File: src/design/cpg_pkg.sv
// cpg_pkg: shared types and constants for the circle pixel generator
// depends on nothing; used by cpg_front, cpg_queue, cpg_back and circle_pixel_generator
package cpg_pkg;

    // action codes of an input transaction
    localparam logic ACT_START = 1'b0;
    localparam logic ACT_STEP  = 1'b1;

    // entries in the queue between front and back
    localparam int unsigned QUEUE_DEPTH = 2;

    // top bit of the page mask
    localparam logic [7:0] MASK_TOP = 8'h80;

    // default display size
    localparam int unsigned DEF_WIDTH  = 128;
    localparam int unsigned DEF_HEIGHT = 64;

    // one iteration as handed from front to back: centre, cursor before
    // the update (low byte only, points are taken modulo 256), done flag
    typedef struct packed {
        logic [7:0] cx;
        logic [7:0] cy;
        logic [7:0] xx;
        logic [7:0] yy;
        logic       done;
    } t_iter;

endpackage

File: src/design/cpg_if.sv
// cpg_in_if / cpg_out_if: valid-ready channels of the circle pixel generator
// no dependencies
interface cpg_in_if;
    logic       valid;
    logic       ready;
    logic       action;
    logic [7:0] center_x;
    logic [7:0] center_y;
    logic [6:0] radius;

    modport source (output valid, output action, output center_x, output center_y,
                    output radius, input ready);
    modport sink   (input valid, input action, input center_x, input center_y,
                    input radius, output ready);
endinterface

interface cpg_out_if;
    logic       valid;
    logic       ready;
    logic [6:0] pixel_column;
    logic [5:0] pixel_row;
    logic [2:0] page_index;
    logic [7:0] bit_mask;
    logic       last_of_step;
    logic       circle_done;

    modport source (output valid, output pixel_column, output pixel_row,
                    output page_index, output bit_mask, output last_of_step,
                    output circle_done, input ready);
    modport sink   (input valid, input pixel_column, input pixel_row,
                    input page_index, input bit_mask, input last_of_step,
                    input circle_done, output ready);
endinterface

File: src/design/cpg_front.sv
// cpg_front: accepts start/step transactions, runs the error-term update
// depends on cpg_pkg and cpg_in_if
module cpg_front (
    input  logic            i_clk,
    input  logic            i_rst_n,
    cpg_in_if.sink          i_in,
    input  logic            i_push_ready,
    output logic            o_push_valid,
    output cpg_pkg::t_iter  o_push_data
);

    logic [8:0]  r_xx, n_xx;
    logic [8:0]  r_yy, n_yy;
    logic [11:0] r_e,  n_e;
    logic [7:0]  r_cx, n_cx;
    logic [7:0]  r_cy, n_cy;
    logic        r_active, n_active;

    logic        is_start;
    logic        accept;
    logic [8:0]  cur_xx, cur_yy, xx1, yy1;
    logic [11:0] cur_e, e1, e2;
    logic        done;

    assign i_in.ready = i_push_ready;
    assign accept     = i_in.valid && i_in.ready;
    assign is_start   = (i_in.action == cpg_pkg::ACT_START);

    // state seen by this iteration: freshly loaded on start
    always_comb begin
        if (is_start) begin
            cur_xx = 9'd0 - {2'b00, i_in.radius};
            cur_yy = 9'd0;
            cur_e  = 12'd2 - {4'b0000, i_in.radius, 1'b0};
        end else begin
            cur_xx = r_xx;
            cur_yy = r_yy;
            cur_e  = r_e;
        end
    end

    // error-term step, x first then y
    always_comb begin
        xx1 = cur_xx;
        e1  = cur_e;
        if ($signed(cur_e) > $signed({{3{cur_xx[8]}}, cur_xx})) begin
            xx1 = cur_xx + 9'd1;
            e1  = cur_e + {{2{xx1[8]}}, xx1, 1'b0} + 12'd1;
        end
        yy1 = cur_yy;
        e2  = e1;
        if ($signed(e1) <= $signed({{3{cur_yy[8]}}, cur_yy})) begin
            yy1 = cur_yy + 9'd1;
            e2  = e1 + {{2{yy1[8]}}, yy1, 1'b0} + 12'd1;
        end
        done = !xx1[8];
    end

    // iteration record for the back end; idle steps are dropped
    assign o_push_valid     = i_in.valid && (is_start || r_active);
    assign o_push_data.cx   = is_start ? i_in.center_x : r_cx;
    assign o_push_data.cy   = is_start ? i_in.center_y : r_cy;
    assign o_push_data.xx   = cur_xx[7:0];
    assign o_push_data.yy   = cur_yy[7:0];
    assign o_push_data.done = done;

    // next state
    always_comb begin
        n_xx     = r_xx;
        n_yy     = r_yy;
        n_e      = r_e;
        n_cx     = r_cx;
        n_cy     = r_cy;
        n_active = r_active;
        if (accept && (is_start || r_active)) begin
            n_xx     = xx1;
            n_yy     = yy1;
            n_e      = e2;
            n_cx     = o_push_data.cx;
            n_cy     = o_push_data.cy;
            n_active = !done;
        end
    end

    always_ff @(posedge i_clk) begin
        if (!i_rst_n) begin
            r_xx     <= '0;
            r_yy     <= '0;
            r_e      <= '0;
            r_cx     <= '0;
            r_cy     <= '0;
            r_active <= 1'b0;
        end else begin
            r_xx     <= n_xx;
            r_yy     <= n_yy;
            r_e      <= n_e;
            r_cx     <= n_cx;
            r_cy     <= n_cy;
            r_active <= n_active;
        end
    end

    // a finishing iteration leaves no circle active
    a_done_clears: assert property (@(posedge i_clk) disable iff (!i_rst_n)
        (o_push_valid && i_push_ready && o_push_data.done) |=> !r_active)
        else $error("circle still active after finishing iteration");

endmodule

File: src/design/cpg_queue.sv
// cpg_queue: short register queue of iteration records, front to back
// depends on cpg_pkg
module cpg_queue (
    input  logic            i_clk,
    input  logic            i_rst_n,
    input  logic            i_push_valid,
    input  cpg_pkg::t_iter  i_push_data,
    output logic            o_push_ready,
    output logic            o_pop_valid,
    output cpg_pkg::t_iter  o_pop_data,
    input  logic            i_pop
);

    localparam int unsigned Depth = cpg_pkg::QUEUE_DEPTH;
    localparam int unsigned PtrW  = (Depth > 1) ? $clog2(Depth) : 1;
    localparam int unsigned CntW  = $clog2(Depth + 1);

    cpg_pkg::t_iter r_mem [Depth];
    logic [PtrW-1:0] r_wptr, r_rptr;
    logic [CntW-1:0] r_cnt;
    logic            push, pop;

    assign o_push_ready = (r_cnt != CntW'(Depth));
    assign o_pop_valid  = (r_cnt != '0);
    assign o_pop_data   = r_mem[r_rptr];
    assign push         = i_push_valid && o_push_ready;
    assign pop          = i_pop && o_pop_valid;

    // storage write
    always_ff @(posedge i_clk) begin
        if (push) begin
            r_mem[r_wptr] <= i_push_data;
        end
    end

    // pointers and fill count
    always_ff @(posedge i_clk) begin
        if (!i_rst_n) begin
            r_wptr <= '0;
            r_rptr <= '0;
            r_cnt  <= '0;
        end else begin
            if (push) begin
                r_wptr <= (r_wptr == PtrW'(Depth - 1)) ? '0 : r_wptr + PtrW'(1);
            end
            if (pop) begin
                r_rptr <= (r_rptr == PtrW'(Depth - 1)) ? '0 : r_rptr + PtrW'(1);
            end
            if (push && !pop) begin
                r_cnt <= r_cnt + CntW'(1);
            end else if (pop && !push) begin
                r_cnt <= r_cnt - CntW'(1);
            end
        end
    end

    a_cnt_bound: assert property (@(posedge i_clk) disable iff (!i_rst_n)
        r_cnt <= CntW'(Depth))
        else $error("queue fill count beyond depth");

endmodule

File: src/design/cpg_back.sv
// cpg_back: expands one iteration record into four clamped display points
// depends on cpg_pkg and cpg_out_if
module cpg_back #(
    parameter int unsigned WIDTH  = cpg_pkg::DEF_WIDTH,
    parameter int unsigned HEIGHT = cpg_pkg::DEF_HEIGHT
) (
    input  logic            i_clk,
    input  logic            i_rst_n,
    input  logic            i_pop_valid,
    input  cpg_pkg::t_iter  i_pop_data,
    output logic            o_pop,
    cpg_out_if.source       o_out
);

    localparam logic [7:0] ColMax = 8'(WIDTH - 1);
    localparam logic [7:0] RowMax = 8'(HEIGHT - 1);

    // point order within an iteration
    localparam logic [1:0] PT_A = 2'd0;
    localparam logic [1:0] PT_B = 2'd1;
    localparam logic [1:0] PT_C = 2'd2;
    localparam logic [1:0] PT_D = 2'd3;

    cpg_pkg::t_iter r_rec;
    logic           r_busy;
    logic [1:0]     r_idx;
    logic           r_valid;
    logic [6:0]     r_col;
    logic [5:0]     r_row;
    logic [2:0]     r_page;
    logic [7:0]     r_mask;
    logic           r_last;
    logic           r_done;

    logic       advance;
    logic       load;
    logic [7:0] px, py, col, row;

    assign advance = r_busy && (!r_valid || o_out.ready);
    assign load    = i_pop_valid && (!r_busy || (advance && r_idx == PT_D));
    assign o_pop   = load;

    // quadrant point for the current index, modulo 256
    always_comb begin
        case (r_idx)
            PT_A: begin
                px = r_rec.cx - r_rec.xx;
                py = r_rec.cy + r_rec.yy;
            end
            PT_B: begin
                px = r_rec.cx - r_rec.yy;
                py = r_rec.cy - r_rec.xx;
            end
            PT_C: begin
                px = r_rec.cx + r_rec.xx;
                py = r_rec.cy - r_rec.yy;
            end
            PT_D: begin
                px = r_rec.cx + r_rec.yy;
                py = r_rec.cy + r_rec.xx;
            end
            default: begin
                px = r_rec.cx;
                py = r_rec.cy;
            end
        endcase
        col = (px > ColMax) ? ColMax : px;
        row = (py > RowMax) ? RowMax : py;
    end

    // point sequencer
    always_ff @(posedge i_clk) begin
        if (!i_rst_n) begin
            r_busy <= 1'b0;
            r_idx  <= PT_A;
        end else begin
            if (advance) begin
                r_idx <= r_idx + 2'd1;
            end
            if (load) begin
                r_busy <= 1'b1;
            end else if (advance && r_idx == PT_D) begin
                r_busy <= 1'b0;
            end
        end
    end

    always_ff @(posedge i_clk) begin
        if (load) begin
            r_rec <= i_pop_data;
        end
    end

    // output register
    always_ff @(posedge i_clk) begin
        if (!i_rst_n) begin
            r_valid <= 1'b0;
        end else if (advance) begin
            r_valid <= 1'b1;
        end else if (o_out.ready) begin
            r_valid <= 1'b0;
        end
    end

    always_ff @(posedge i_clk) begin
        if (advance) begin
            r_col  <= col[6:0];
            r_row  <= row[5:0];
            r_page <= row[5:3];
            r_mask <= cpg_pkg::MASK_TOP >> row[2:0];
            r_last <= (r_idx == PT_D);
            r_done <= r_rec.done;
        end
    end

    assign o_out.valid        = r_valid;
    assign o_out.pixel_column = r_col;
    assign o_out.pixel_row    = r_row;
    assign o_out.page_index   = r_page;
    assign o_out.bit_mask     = r_mask;
    assign o_out.last_of_step = r_last;
    assign o_out.circle_done  = r_done;

    a_idle_index: assert property (@(posedge i_clk) disable iff (!i_rst_n)
        !r_busy |-> (r_idx == PT_A))
        else $error("point index not at start while idle");

    a_pop_when_free: assert property (@(posedge i_clk) disable iff (!i_rst_n)
        o_pop |-> (!r_busy || (advance && r_idx == PT_D)))
        else $error("record taken while iteration in progress");

endmodule

File: src/design/circle_pixel_generator.sv
// circle_pixel_generator: midpoint circle rasterizer for a paged display
// depends on cpg_pkg, cpg_if, cpg_front, cpg_queue and cpg_back
//
// usage:
//   i_in carries one transaction per iteration: action start (with centre
//   and radius) or step. Each start, and each step while a circle is
//   active, yields four point transactions on o_out in quadrant order;
//   the fourth has last_of_step set, and circle_done is set on all four
//   points of the iteration that finishes the circle. A step with no
//   circle active is accepted and produces nothing.
//   With the back end idle and the queue empty, the first point of an
//   iteration passes the queue, the back end's record register and its
//   output register; else it waits behind the points still queued ahead
//   of it. throughput: one point per cycle while o_out.ready is high,
//   set by the single point sequencer in the back end; the front takes a
//   transaction every cycle while the 2-entry record queue has room.
//   reset: i_rst_n (synchronous, active low) clears the cursor, the
//   error term, the active flag, the queue and the output register.
//   stall: while o_out.ready is low the current point holds, the queue
//   fills, and i_in.ready drops once it is full.
module circle_pixel_generator #(
    parameter int unsigned WIDTH  = cpg_pkg::DEF_WIDTH,
    parameter int unsigned HEIGHT = cpg_pkg::DEF_HEIGHT
) (
    input  logic       i_clk,
    input  logic       i_rst_n,
    cpg_in_if.sink     i_in,
    cpg_out_if.source  o_out
);

    logic           push_valid, push_ready;
    cpg_pkg::t_iter push_data;
    logic           pop_valid, pop;
    cpg_pkg::t_iter pop_data;

    // error-term front end
    cpg_front u_front (
        .i_clk        (i_clk),
        .i_rst_n      (i_rst_n),
        .i_in         (i_in),
        .i_push_ready (push_ready),
        .o_push_valid (push_valid),
        .o_push_data  (push_data)
    );

    // iteration queue
    cpg_queue u_queue (
        .i_clk        (i_clk),
        .i_rst_n      (i_rst_n),
        .i_push_valid (push_valid),
        .i_push_data  (push_data),
        .o_push_ready (push_ready),
        .o_pop_valid  (pop_valid),
        .o_pop_data   (pop_data),
        .i_pop        (pop)
    );

    // point back end
    cpg_back #(
        .WIDTH  (WIDTH),
        .HEIGHT (HEIGHT)
    ) u_back (
        .i_clk       (i_clk),
        .i_rst_n     (i_rst_n),
        .i_pop_valid (pop_valid),
        .i_pop_data  (pop_data),
        .o_pop       (pop),
        .o_out       (o_out)
    );

endmodule

File: src/flat_wrapper.sv
// flat-port wrapper written by rule: the top's interface ports become plain ports
module circle_pixel_generator_flat 
#(
    parameter int unsigned WIDTH  = cpg_pkg::DEF_WIDTH,
    parameter int unsigned HEIGHT = cpg_pkg::DEF_HEIGHT
)
  (i_clk, i_rst_n, i_in_valid, i_in_action, i_in_center_x, i_in_center_y, i_in_radius, i_in_ready, o_out_valid, o_out_pixel_column, o_out_pixel_row, o_out_page_index, o_out_bit_mask, o_out_last_of_step, o_out_circle_done, o_out_ready);
  cpg_in_if i_in_i ();
  cpg_out_if o_out_i ();
  input  logic i_clk;
  input  logic i_rst_n;
  input wire logic [$bits(i_in_i.valid)-1:0] i_in_valid;
  input wire logic [$bits(i_in_i.action)-1:0] i_in_action;
  input wire logic [$bits(i_in_i.center_x)-1:0] i_in_center_x;
  input wire logic [$bits(i_in_i.center_y)-1:0] i_in_center_y;
  input wire logic [$bits(i_in_i.radius)-1:0] i_in_radius;
  output wire logic [$bits(i_in_i.ready)-1:0] i_in_ready;
  output wire logic [$bits(o_out_i.valid)-1:0] o_out_valid;
  output wire logic [$bits(o_out_i.pixel_column)-1:0] o_out_pixel_column;
  output wire logic [$bits(o_out_i.pixel_row)-1:0] o_out_pixel_row;
  output wire logic [$bits(o_out_i.page_index)-1:0] o_out_page_index;
  output wire logic [$bits(o_out_i.bit_mask)-1:0] o_out_bit_mask;
  output wire logic [$bits(o_out_i.last_of_step)-1:0] o_out_last_of_step;
  output wire logic [$bits(o_out_i.circle_done)-1:0] o_out_circle_done;
  input wire logic [$bits(o_out_i.ready)-1:0] o_out_ready;
  assign i_in_i.valid = i_in_valid;
  assign i_in_i.action = i_in_action;
  assign i_in_i.center_x = i_in_center_x;
  assign i_in_i.center_y = i_in_center_y;
  assign i_in_i.radius = i_in_radius;
  assign i_in_ready = i_in_i.ready;
  assign o_out_valid = o_out_i.valid;
  assign o_out_pixel_column = o_out_i.pixel_column;
  assign o_out_pixel_row = o_out_i.pixel_row;
  assign o_out_page_index = o_out_i.page_index;
  assign o_out_bit_mask = o_out_i.bit_mask;
  assign o_out_last_of_step = o_out_i.last_of_step;
  assign o_out_circle_done = o_out_i.circle_done;
  assign o_out_i.ready = o_out_ready;
  circle_pixel_generator #(.WIDTH(WIDTH), .HEIGHT(HEIGHT)) u_core (.i_clk(i_clk), .i_rst_n(i_rst_n), .i_in(i_in_i), .o_out(o_out_i));
endmodule
File: config.mk
export PLATFORM = sky130hd
export DESIGN_NAME = circle_pixel_generator_flat
export DESIGN_NICKNAME = d
export VERILOG_FILES = /design/src/design/cpg_pkg.sv /design/src/design/cpg_if.sv /design/src/design/cpg_front.sv /design/src/design/cpg_queue.sv /design/src/design/cpg_back.sv /design/src/design/circle_pixel_generator.sv /design/src/flat_wrapper.sv
export SDC_FILE = /design/constraint.sdc
export NUM_CORES = 1
export LEC_CHECK = 0
export BUFFER_PORTS_ARGS = -buffer_cell sky130_fd_sc_hd__buf_4
export CAP_MARGIN = 20
export CORE_MARGIN = 3
export CORE_UTILIZATION = 50
export CTS_CLUSTER_DIAMETER = 150
export CTS_CLUSTER_SIZE = 10
export DETAILED_ROUTE_END_ITERATION = 12
export PLACE_DENSITY = 0.71
export SLEW_MARGIN = 10
export SYNTH_ARGS = -nofsm -noshare
export SYNTH_HDL_FRONTEND = slang
export SYNTH_HIERARCHICAL = 1
export SYNTH_SLANG_ARGS = --single-unit
File: constraint.sdc
create_clock -name i_clk -period 16.95 [get_ports i_clk]
set_input_delay 0.8475 -clock i_clk [delete_from_list [all_inputs] [get_ports i_clk]]
set_output_delay 0.8475 -clock i_clk [all_outputs]
set_load 0.005 [all_outputs]
==> results of run 1 <==
[cells by family after synthesis]
| group | after synthesis |
|---|---|
| simple gates | 305 |
| compound gates | 250 |
| flops | 177 |
| buf+inv | 104 |
| xor+xnor | 73 |
| fa+ha+maj | 71 |
| mux | 63 |
[critical path, delay by kind of cell]
kind                     cells  cell delay (ns)
adder cells (fa/ha/maj)      2             0.80
AND/OR/NAND/NOR              7             1.39
XOR/XNOR                     1             0.29
AO/OA/AOI/OAI               15             3.49
buffers and inverters        1             0.55
[layout make-up]
| class | instances | area, sq um |
|---|---|---|
| fillers | 1749 | 8690 |
| multi-input cells | 762 | 5480 |
| flip-flops and latches | 177 | 4760 |
| repair buffers | 63 | 473 |
| clock buffers | 19 | 433 |
| well taps | 270 | 338 |
| clock inverters | 13 | 229 |
| inverters | 57 | 214 |
[state kept, by name (all words and copies together), names as in the netlist, 6 cells and up, named ones only]
| register | count |
|---|---|
| u_core/u_queue/r_mem | 66 |
| u_core/u_front/r_cy | 8 |
| u_core/u_back/o_out.pixel_column | 7 |
| u_core/u_back/o_out.bit_mask | 8 |
| u_core/u_front/r_xx | 9 |
| u_core/u_front/r_yy | 9 |
| u_core/u_back/r_rec | 33 |
| u_core/u_front/r_cx | 8 |
| u_core/u_back/o_out.pixel_row | 6 |
| u_core/u_front/r_e | 12 |
[metal layers]
| layer | vias to the layer above | share of wire (%) | track usage, % |
|---|---|---|---|
| met4 | 0 | 2.0 | 5.91 |
| met1 | 3757 | 46 | 27.5 |
| met3 | 34 | 4.7 | 4.18 |
| li1 | 3868 | - | - |
| met5 | - | 0 | 0 |
| met2 | 207 | 47 | 32.5 |
[power by group through the flow]
stage / clock (mW) / combinational, mW / sequential [mW]
3_3_place_gp: 0 / 1.15 / 0.698
5_1_grt: 0.461 / 1.33 / 0.704
4_1_cts: 0.441 / 1.19 / 0.692
2_1_floorplan: 0 / 0.903 / 0.688
3_5_place_dp: 0 / 1.18 / 0.701
6_report: 0.434 / 1.19 / 0.692
[per-stage QoR]
step	utilization (%)	hold slack, ns
final	57.9	0.445
after global routing	57.9	0.462
after CTS	57.9	0.446
after detailed placement	54.7	0.430
after global placement	54.7	0.424
after floorplan	-	0.400
[layout by cell type, fill, tap and decap left out, types with 22 or more instances in the layout]
cell type / n
nor2_1: 54
mux2_2: 52
dfxtp_1: 55
inv_1: 55
o21ai_0: 35
nand3_1: 29
edfxtp_1: 122
nand2_1: 112
buf_4: 63
nor3_1: 22
xor2_1: 26
a21oi_1: 89
ha_1: 64
xnor2_1: 43
[final timing paths]
check / depth (start not counted) / start / slack, ns / endpoint
worst min-delay path: 0 / u_core/u_back/r_rec[0] / 0.44 / u_core/u_back/o_out.circle_done
worst max register to register: 24 / u_core/u_front/r_xx[8] / 10.50 / u_core/u_front/r_yy[3]
worst max-delay path: 26 / i_in_action / 9.88 / u_core/u_front/r_yy[3]
worst min register to register: 0 / u_core/u_back/r_rec[0] / 0.44 / u_core/u_back/o_out.circle_done
==> results.cfg, run 1 <==
[outcome]
outcome = finished clean

[critical_path]
start_kind = primary input
crit_arrival_ns = 7.37
worstPathMaxFanout = 64
critPathKind = primary input to flop
crit_slowest_cell = a21o_1
slowest_delay_ns = 0.66
crit_path_end_kind = flop
crit_top_cell = o21a_1
cp.required_ns = 17.25

[floorplan]
rows = 52
coreArea_sq_um = 20600
initial_core_util_pct = 51.7
die_x_um = 152
dieArea_sq_um = 23100
die_y_um = 152
ioPinCount = 56

[global_route]
grt_pass1_wl_um = 38200
grt_overflow = 0
grt.total_usage_pct = 20.1
grt_start_max_net_pins = 65
antenna_found_initial = 0
grt_pass1_vias = 7376

[route]
antenna_left = 0
avgRoutedWirePerCell_um = 17.2
drc = 0
dr.pass1.iters = 8
wl_um = 23300
drtIter0Drc = 551
via_count = 7866
viasPerCell = 5.78

[logic_synthesis]
synth_top_area_share_pct = 34.3
synthesis.area_sq_um = 10700
synth-xor-area-share_pct = 6.50
synth.largest_area_cell = edfxtp_1
syn-num-nets = 1139
synthMuxAreaShare_pct = 6.52
yosys.area_share.simple_pct = 14.1
yosys-top-cells-count = edfxtp_1, nand2_1, a21oi_1
yosys.area_share.adder_pct = 8.55
synthArstFlopShare_pct = 0
synth_ff_type = edfxtp_1
synth_most_common_cell = edfxtp_1
yosysSeqAreaShare_pct = 44.6
synth_compound_area_share_pct = 15.7
ys_types = 84
synth_area_per_cell_sq_um = 10.2
synth_edf_count = 122
ys_ff_latch = 177
syn_inst = 1043
yosysWarningCount = 6
synth_top_family_by_area = compound AO/OA/AOI/OAI gates
synth_area_leaders = edfxtp_1, dfxtp_1, ha_1

[clocking]
max-clock-path-buffers = 2
cts-resized-gates = 0
cts_buffers = 17
clk_pin_slew_ns = 0.06
postCtsHoldBufs = 0
clkSinkCount = 177
cts_setup_buffers = 0
root_buffer = clkbuf_16
htree_levels = 4
clock_latency_ns = 0.42
cts_tree = done

[timing]
hold_viol = 0
final_max_slew_viol_count = 0
setup_violations = 0
slew_headroom_pct = 44.0
finalSetupTns_ns = 0
min_period_over_period_pct = 41.7
period_needed_ns = 7.07
fin_ws_ns = 9.88
fmax_ghz = 0.141
rsz0062_at_grt = no
worst_pin_slew_ns = 0.839
clock_skew_ns = 0.00822

[pwr]
p_int_mw = 1.38
peakVddDrop_mv = 0.0999
p_seq_share_pct = 29.8
powerDensity_nw_per_um2 = 194
power_frac_comb_pct = 51.5
switching_share_pct = 40.3
clockPowerShare_pct = 18.7
p_sw_mw = 0.934
cellLeakagePower_nw = 4.61
power.total_mw = 2.32

[cells_and_area]
diodes = 0
fin_area_sq_um = 11900
drive_gt1_share_pct = 15.8
syn2layout_area_growth_pct = 11.8
final_cells = 1361
nets = 1174

[place]
place_congestion = 0.930
numPortBuffers = 55
postPlaceCellArea_sq_um = 11300
dp_hpwl_um = 16600
pre_cts_ws_ns = 9.51
dp.cells = 1329

[job]
drv_cap = 0

[worst_hold_path]
hold_path.class = flop to flop
Power figures use the tool's default switching activity.
==> inputs of run 2 (changes only) <==
==> constraint.sdc (replaced) <==
create_clock -name i_clk -period 6.8 [get_ports i_clk]
set_input_delay 0.34 -clock i_clk [delete_from_list [all_inputs] [get_ports i_clk]]
set_output_delay 0.34 -clock i_clk [all_outputs]
set_load 0.005 [all_outputs]
==> results.cfg, run 2 (synthesized netlist as in run 1, its figures left out) <==
[job]
drv_cap = 0

[timing]
fin_hold_ws_ns = 0.248
setup_violations = 0
worst_pin_slew_ns = 0.850
rsz0062_at_grt = no
final_max_slew_viol_count = 0
min_period_over_period_pct = 92.1
finalSetupTns_ns = 0
fin_ws_ns = 0.539
hold_viol = 0
slew_headroom_pct = 43.3
fmax_ghz = 0.160
period_needed_ns = 6.26
clock_skew_ns = 0.00843

[clocking]
htree_levels = 4
max-clock-path-buffers = 2
clk_pin_slew_ns = 0.07
cts_setup_buffers = 0
cts-resized-gates = 0
clkSinkCount = 177
cts_buffers = 17
postCtsHoldBufs = 0
root_buffer = clkbuf_16
clock_latency_ns = 0.43
cts_tree = done

[critical_path]
crit_top_cell = o21a_1
critPathKind = primary input to flop
reg2reg_depth = 26
cp.required_ns = 7.09
slowest_delay_ns = 0.53
cp.depth = 28
worstPathMaxFanout = 12
crit_path_end_kind = flop
path_buf_inv = 3
crit_slowest_cell = ha_1
path_delay_family = simple AND/OR/NAND/NOR gates
crit_arrival_ns = 6.55
start_kind = primary input

[worst_hold_path]
hold_path.class = primary input to flop
whs_path_depth = 3

[route]
via_count = 7938
viasPerCell = 5.78
drtIter0Drc = 599
wl_um = 23800
avgRoutedWirePerCell_um = 17.3
drc = 0
dr.pass1.iters = 6
antenna_left = 0

[cells_and_area]
syn2layout_area_growth_pct = 12.1
diodes = 0
largest_reg_flops = 66
drive_gt1_share_pct = 16.9
reg_top3 = u_core/u_queue/r_mem (66), u_core/u_back/r_rec (33), u_core/u_front/r_e (12)
final_common_cell = edfxtp_1
final_cell_mix = edfxtp_1, nand2_1, a21oi_1, buf_4, ha_1
utilization_pct = 58.0
nets = 1186
regMostFlops = u_core/u_queue/r_mem
fin_area_sq_um = 12000

[global_route]
grt_overflow = 0
grt_pass1_vias = 7476
grt_pass1_wl_um = 38600
antenna_found_initial = 0
grt_start_max_net_pins = 47
grt.total_usage_pct = 20.4

[floorplan]
dieArea_sq_um = 23100
rows = 52
coreArea_sq_um = 20600
die_x_um = 152
ioPinCount = 56
die_y_um = 152
initial_core_util_pct = 51.7

[place]
postPlaceCellArea_sq_um = 11400
pre_cts_ws_ns = 0.225
numPortBuffers = 55
place_congestion = 0.907
dp_hpwl_um = 17100

[pwr]
peakVddDrop_mv = 0.268
powerDensity_nw_per_um2 = 478
cellLeakagePower_nw = 4.65

[outcome]
outcome = finished clean
-- run 2: cell types whose count changed in the layout (fill, tap and decap cells not counted), sizes merged --
cell and delta:
buf +12, inv +7, bufinv -5, clkbuf -1, clkinvlp -1
-- run 2: cell type report --
type                            instances  area [sq um]
Timing Repair Buffer                   75           563
Multi-Input combinational cell        762          5480
Clock inverter                         14           160
Fill cell                            1741          8660
Inverter                               57           214
Clock buffer                           18           439
Sequential cell                       177          4760
Tap cell                              270           338
-- run 2: where the power goes --
group	internal [mW]	leakage [nW]	switching [mW]	total, mW
sequential	1.56	1.58	0.164	1.73
combinational	1.26	2.77	1.76	3.02
clock	0.507	0.294	0.472	0.979
total	3.33	4.65	2.39	5.72
-- run 2: tightest hold or removal path: cells and delay by family --
family	cells	cell delay (ns)
buf+inv	1	0.07
simple gates	1	0.13
compound gates	1	0.09
-- run 2: path summary, 6_finish.rpt --
path	startpoint	to	slack [ns]
max reg2reg	u_core/u_front/r_xx[8]	u_core/u_front/r_e[10]	0.67
max	i_in_radius[1]	u_core/u_front/r_e[10]	0.54
min reg2reg	u_core/u_back/r_rec[0]	u_core/u_back/o_out.circle_done	0.44
min	o_out_ready	u_core/u_back/o_out.valid	0.25
-- run 2: stage by stage --
| stage | total power [mW] | std cells |
|---|---|---|
| global route | 6.18 | 1373 |
| floorplan | 3.97 | 1043 |
| global placement | 4.68 | 1341 |
| finish | 5.72 | 1373 |
| CTS | 5.74 | 1373 |
| detailed placement | 4.74 | 1341 |
-- run 2: metal layers --
metal  GRT usage [%]  vias up  wire length (um)
li1                -     3895                 -
met1            28.2     3818             11000
met2            33.2      194             11200
met3            3.47       31              1030
met4            6.08        0               519
met5               0        -                 0
==> inputs of run 3 (changes only) <==
--- a/config.mk
+++ b/config.mk
@@ -12,9 +12,12 @@
 export CTS_CLUSTER_DIAMETER = 150
 export CTS_CLUSTER_SIZE = 10
 export DETAILED_ROUTE_END_ITERATION = 12
+export GPL_ROUTABILITY_DRIVEN = 0
 export PLACE_DENSITY = 0.71
+export REMOVE_ABC_BUFFERS = 1
 export SLEW_MARGIN = 10
 export SYNTH_ARGS = -nofsm -noshare
 export SYNTH_HDL_FRONTEND = slang
 export SYNTH_HIERARCHICAL = 1
 export SYNTH_SLANG_ARGS = --single-unit
+export TNS_END_PERCENT = 100
==> results.cfg, run 3 (synthesized netlist as in run 1, its figures left out) <==
[timing]
slew_headroom_pct = 32.4
finalSetupTns_ns = 0
hold_viol = 0
period_needed_ns = 6.07
fin_ws_ns = 0.728
setup_violations = 0
worst_pin_slew_ns = 1.01
clock_skew_ns = 0.0120
rsz0062_at_grt = no
fmax_ghz = 0.165
final_max_slew_viol_count = 0
min_period_over_period_pct = 89.3

[clocking]
postCtsHoldBufs = 0
root_buffer = clkbuf_16
cts_setup_buffers = 0
cts_buffers = 17
cts_tree = done
clk_pin_slew_ns = 0.07
cts-resized-gates = 0
clock_latency_ns = 0.43
max-clock-path-buffers = 2
clkSinkCount = 177
htree_levels = 4

[pwr]
cellLeakagePower_nw = 4.64
peakVddDrop_mv = 0.218
powerDensity_nw_per_um2 = 475

[global_route]
antenna_found_initial = 0
grt_pass1_vias = 7638
grt_overflow = 0
grt_start_max_net_pins = 47
grt.total_usage_pct = 20.2
grt_pass1_wl_um = 38500

[critical_path]
crit_slowest_cell = ha_1
crit_path_end_kind = flop
crit_arrival_ns = 6.35
start_kind = primary input
crit_top_cell = o21a_1
critPathKind = primary input to flop
cp.required_ns = 7.08
slowest_delay_ns = 0.49
worstPathMaxFanout = 12
reg2reg_depth = 26
r2r_start = u_core/u_front/r_xx[8]
worstSetupStartpoint = i_in_radius[1]

[outcome]
outcome = finished clean

[job]
drv_cap = 0

[cells_and_area]
largest_reg_flops = 66
drive_gt1_share_pct = 16.8
final_cell_mix = edfxtp_1, nand2_1, a21oi_1, buf_4, ha_1
syn2layout_area_growth_pct = 11.9
nFillCells = 1744
final_common_cell = edfxtp_1
diodes = 0
regMostFlops = u_core/u_queue/r_mem
fin_area_sq_um = 11900
nets = 1185
reg_top3 = u_core/u_queue/r_mem (66), u_core/u_back/r_rec (33), u_core/u_front/r_e (12)

[route]
avgRoutedWirePerCell_um = 17.1
drtIter0Drc = 547
dr.pass1.iters = 7
via_count = 7895
antenna_left = 0
drc = 0
wl_um = 23500
viasPerCell = 5.75

[worst_hold_path]
holdCritStartpoint = i_in_center_x[6]
whs_path_depth = 2
hold_path.class = primary input to flop

[place]
numPortBuffers = 55
pre_cts_ws_ns = 0.306
dp_hpwl_um = 16700
postPlaceCellArea_sq_um = 11400

[floorplan]
die_x_um = 152
dieArea_sq_um = 23100
rows = 52
ioPinCount = 56
coreArea_sq_um = 20600
initial_core_util_pct = 51.7
die_y_um = 152
[run 3: changes by cell type in the layout (fill, tap and decap cells not counted)]
| cell | before | now |
|---|---|---|
| clkbuf_8 | 1 | 0 |
| inv_6 | 6 | 4 |
| buf_4 | 75 | 74 |
| inv_8 | 3 | 5 |
| nor2b_2 | 1 | 0 |
| inv_12 | 1 | 0 |
| clkinv_2 | 0 | 1 |
| clkinvlp_4 | 0 | 1 |
| nor2b_4 | 0 | 1 |
[run 3: power breakdown]
group	internal (mW)	switching, mW
combinational	1.27	1.71
clock	0.494	0.465
sequential	1.57	0.174
total	3.33	2.35
[run 3: path summary, 6_finish.rpt]
| kind | end | slack [ns] |
|---|---|---|
| hold / removal | u_core/u_queue/r_mem[0][31] | 0.25 |
| hold reg to reg | u_core/u_back/o_out.circle_done | 0.43 |
| setup / recovery | u_core/u_front/r_e[10] | 0.73 |
| setup reg to reg | u_core/u_front/r_e[10] | 0.77 |
[run 3: layer usage]
layer | share of wire [%] | vias up | global-route usage, % | routed length [um]
met5 | 0 | - | 0 | 0
met3 | 4.6 | 38 | 3.33 | 1080
met1 | 43 | 3755 | 25.5 | 10200
li1 | - | 3894 | - | -
met4 | 1.6 | 0 | 5.99 | 374
met2 | 50 | 208 | 35.5 | 11800
[run 3: metrics by stage]
stage / power (mW) / cells / util, % / hold WS [ns]
6_report: 5.68 / 1372 / 57.9 / 0.249
5_1_grt: 6.14 / 1372 / 57.9 / 0.240
4_1_cts: 5.70 / 1372 / 57.9 / 0.234
3_5_place_dp: 4.72 / 1340 / 55.1 / 0.416
3_3_place_gp: 4.67 / 1340 / 55.1 / 0.405
2_1_floorplan: 3.91 / 996 / - / 0.400
[run 3: critical path, delay by kind of cell]
family                     cells  cell delay [ns]
AOI/OAI and AO/OA             12             1.85
adders and majority gates      3             1.15
and+or+nand+nor                9             2.36
buffers and inverters          3             0.33
muxes                          1             0.30
[run 3: final cells by class]
cell class	count	area [sq um]	share of cell area [%]
clock inverters	15	161	1.35
flip-flops and latches	177	4760	39.9
repair buffers	74	556	4.65
multi-input cells	762	5490	45.9
well taps	270	338	2.83
clock buffers	17	425	3.56
inverters	57	214	1.79
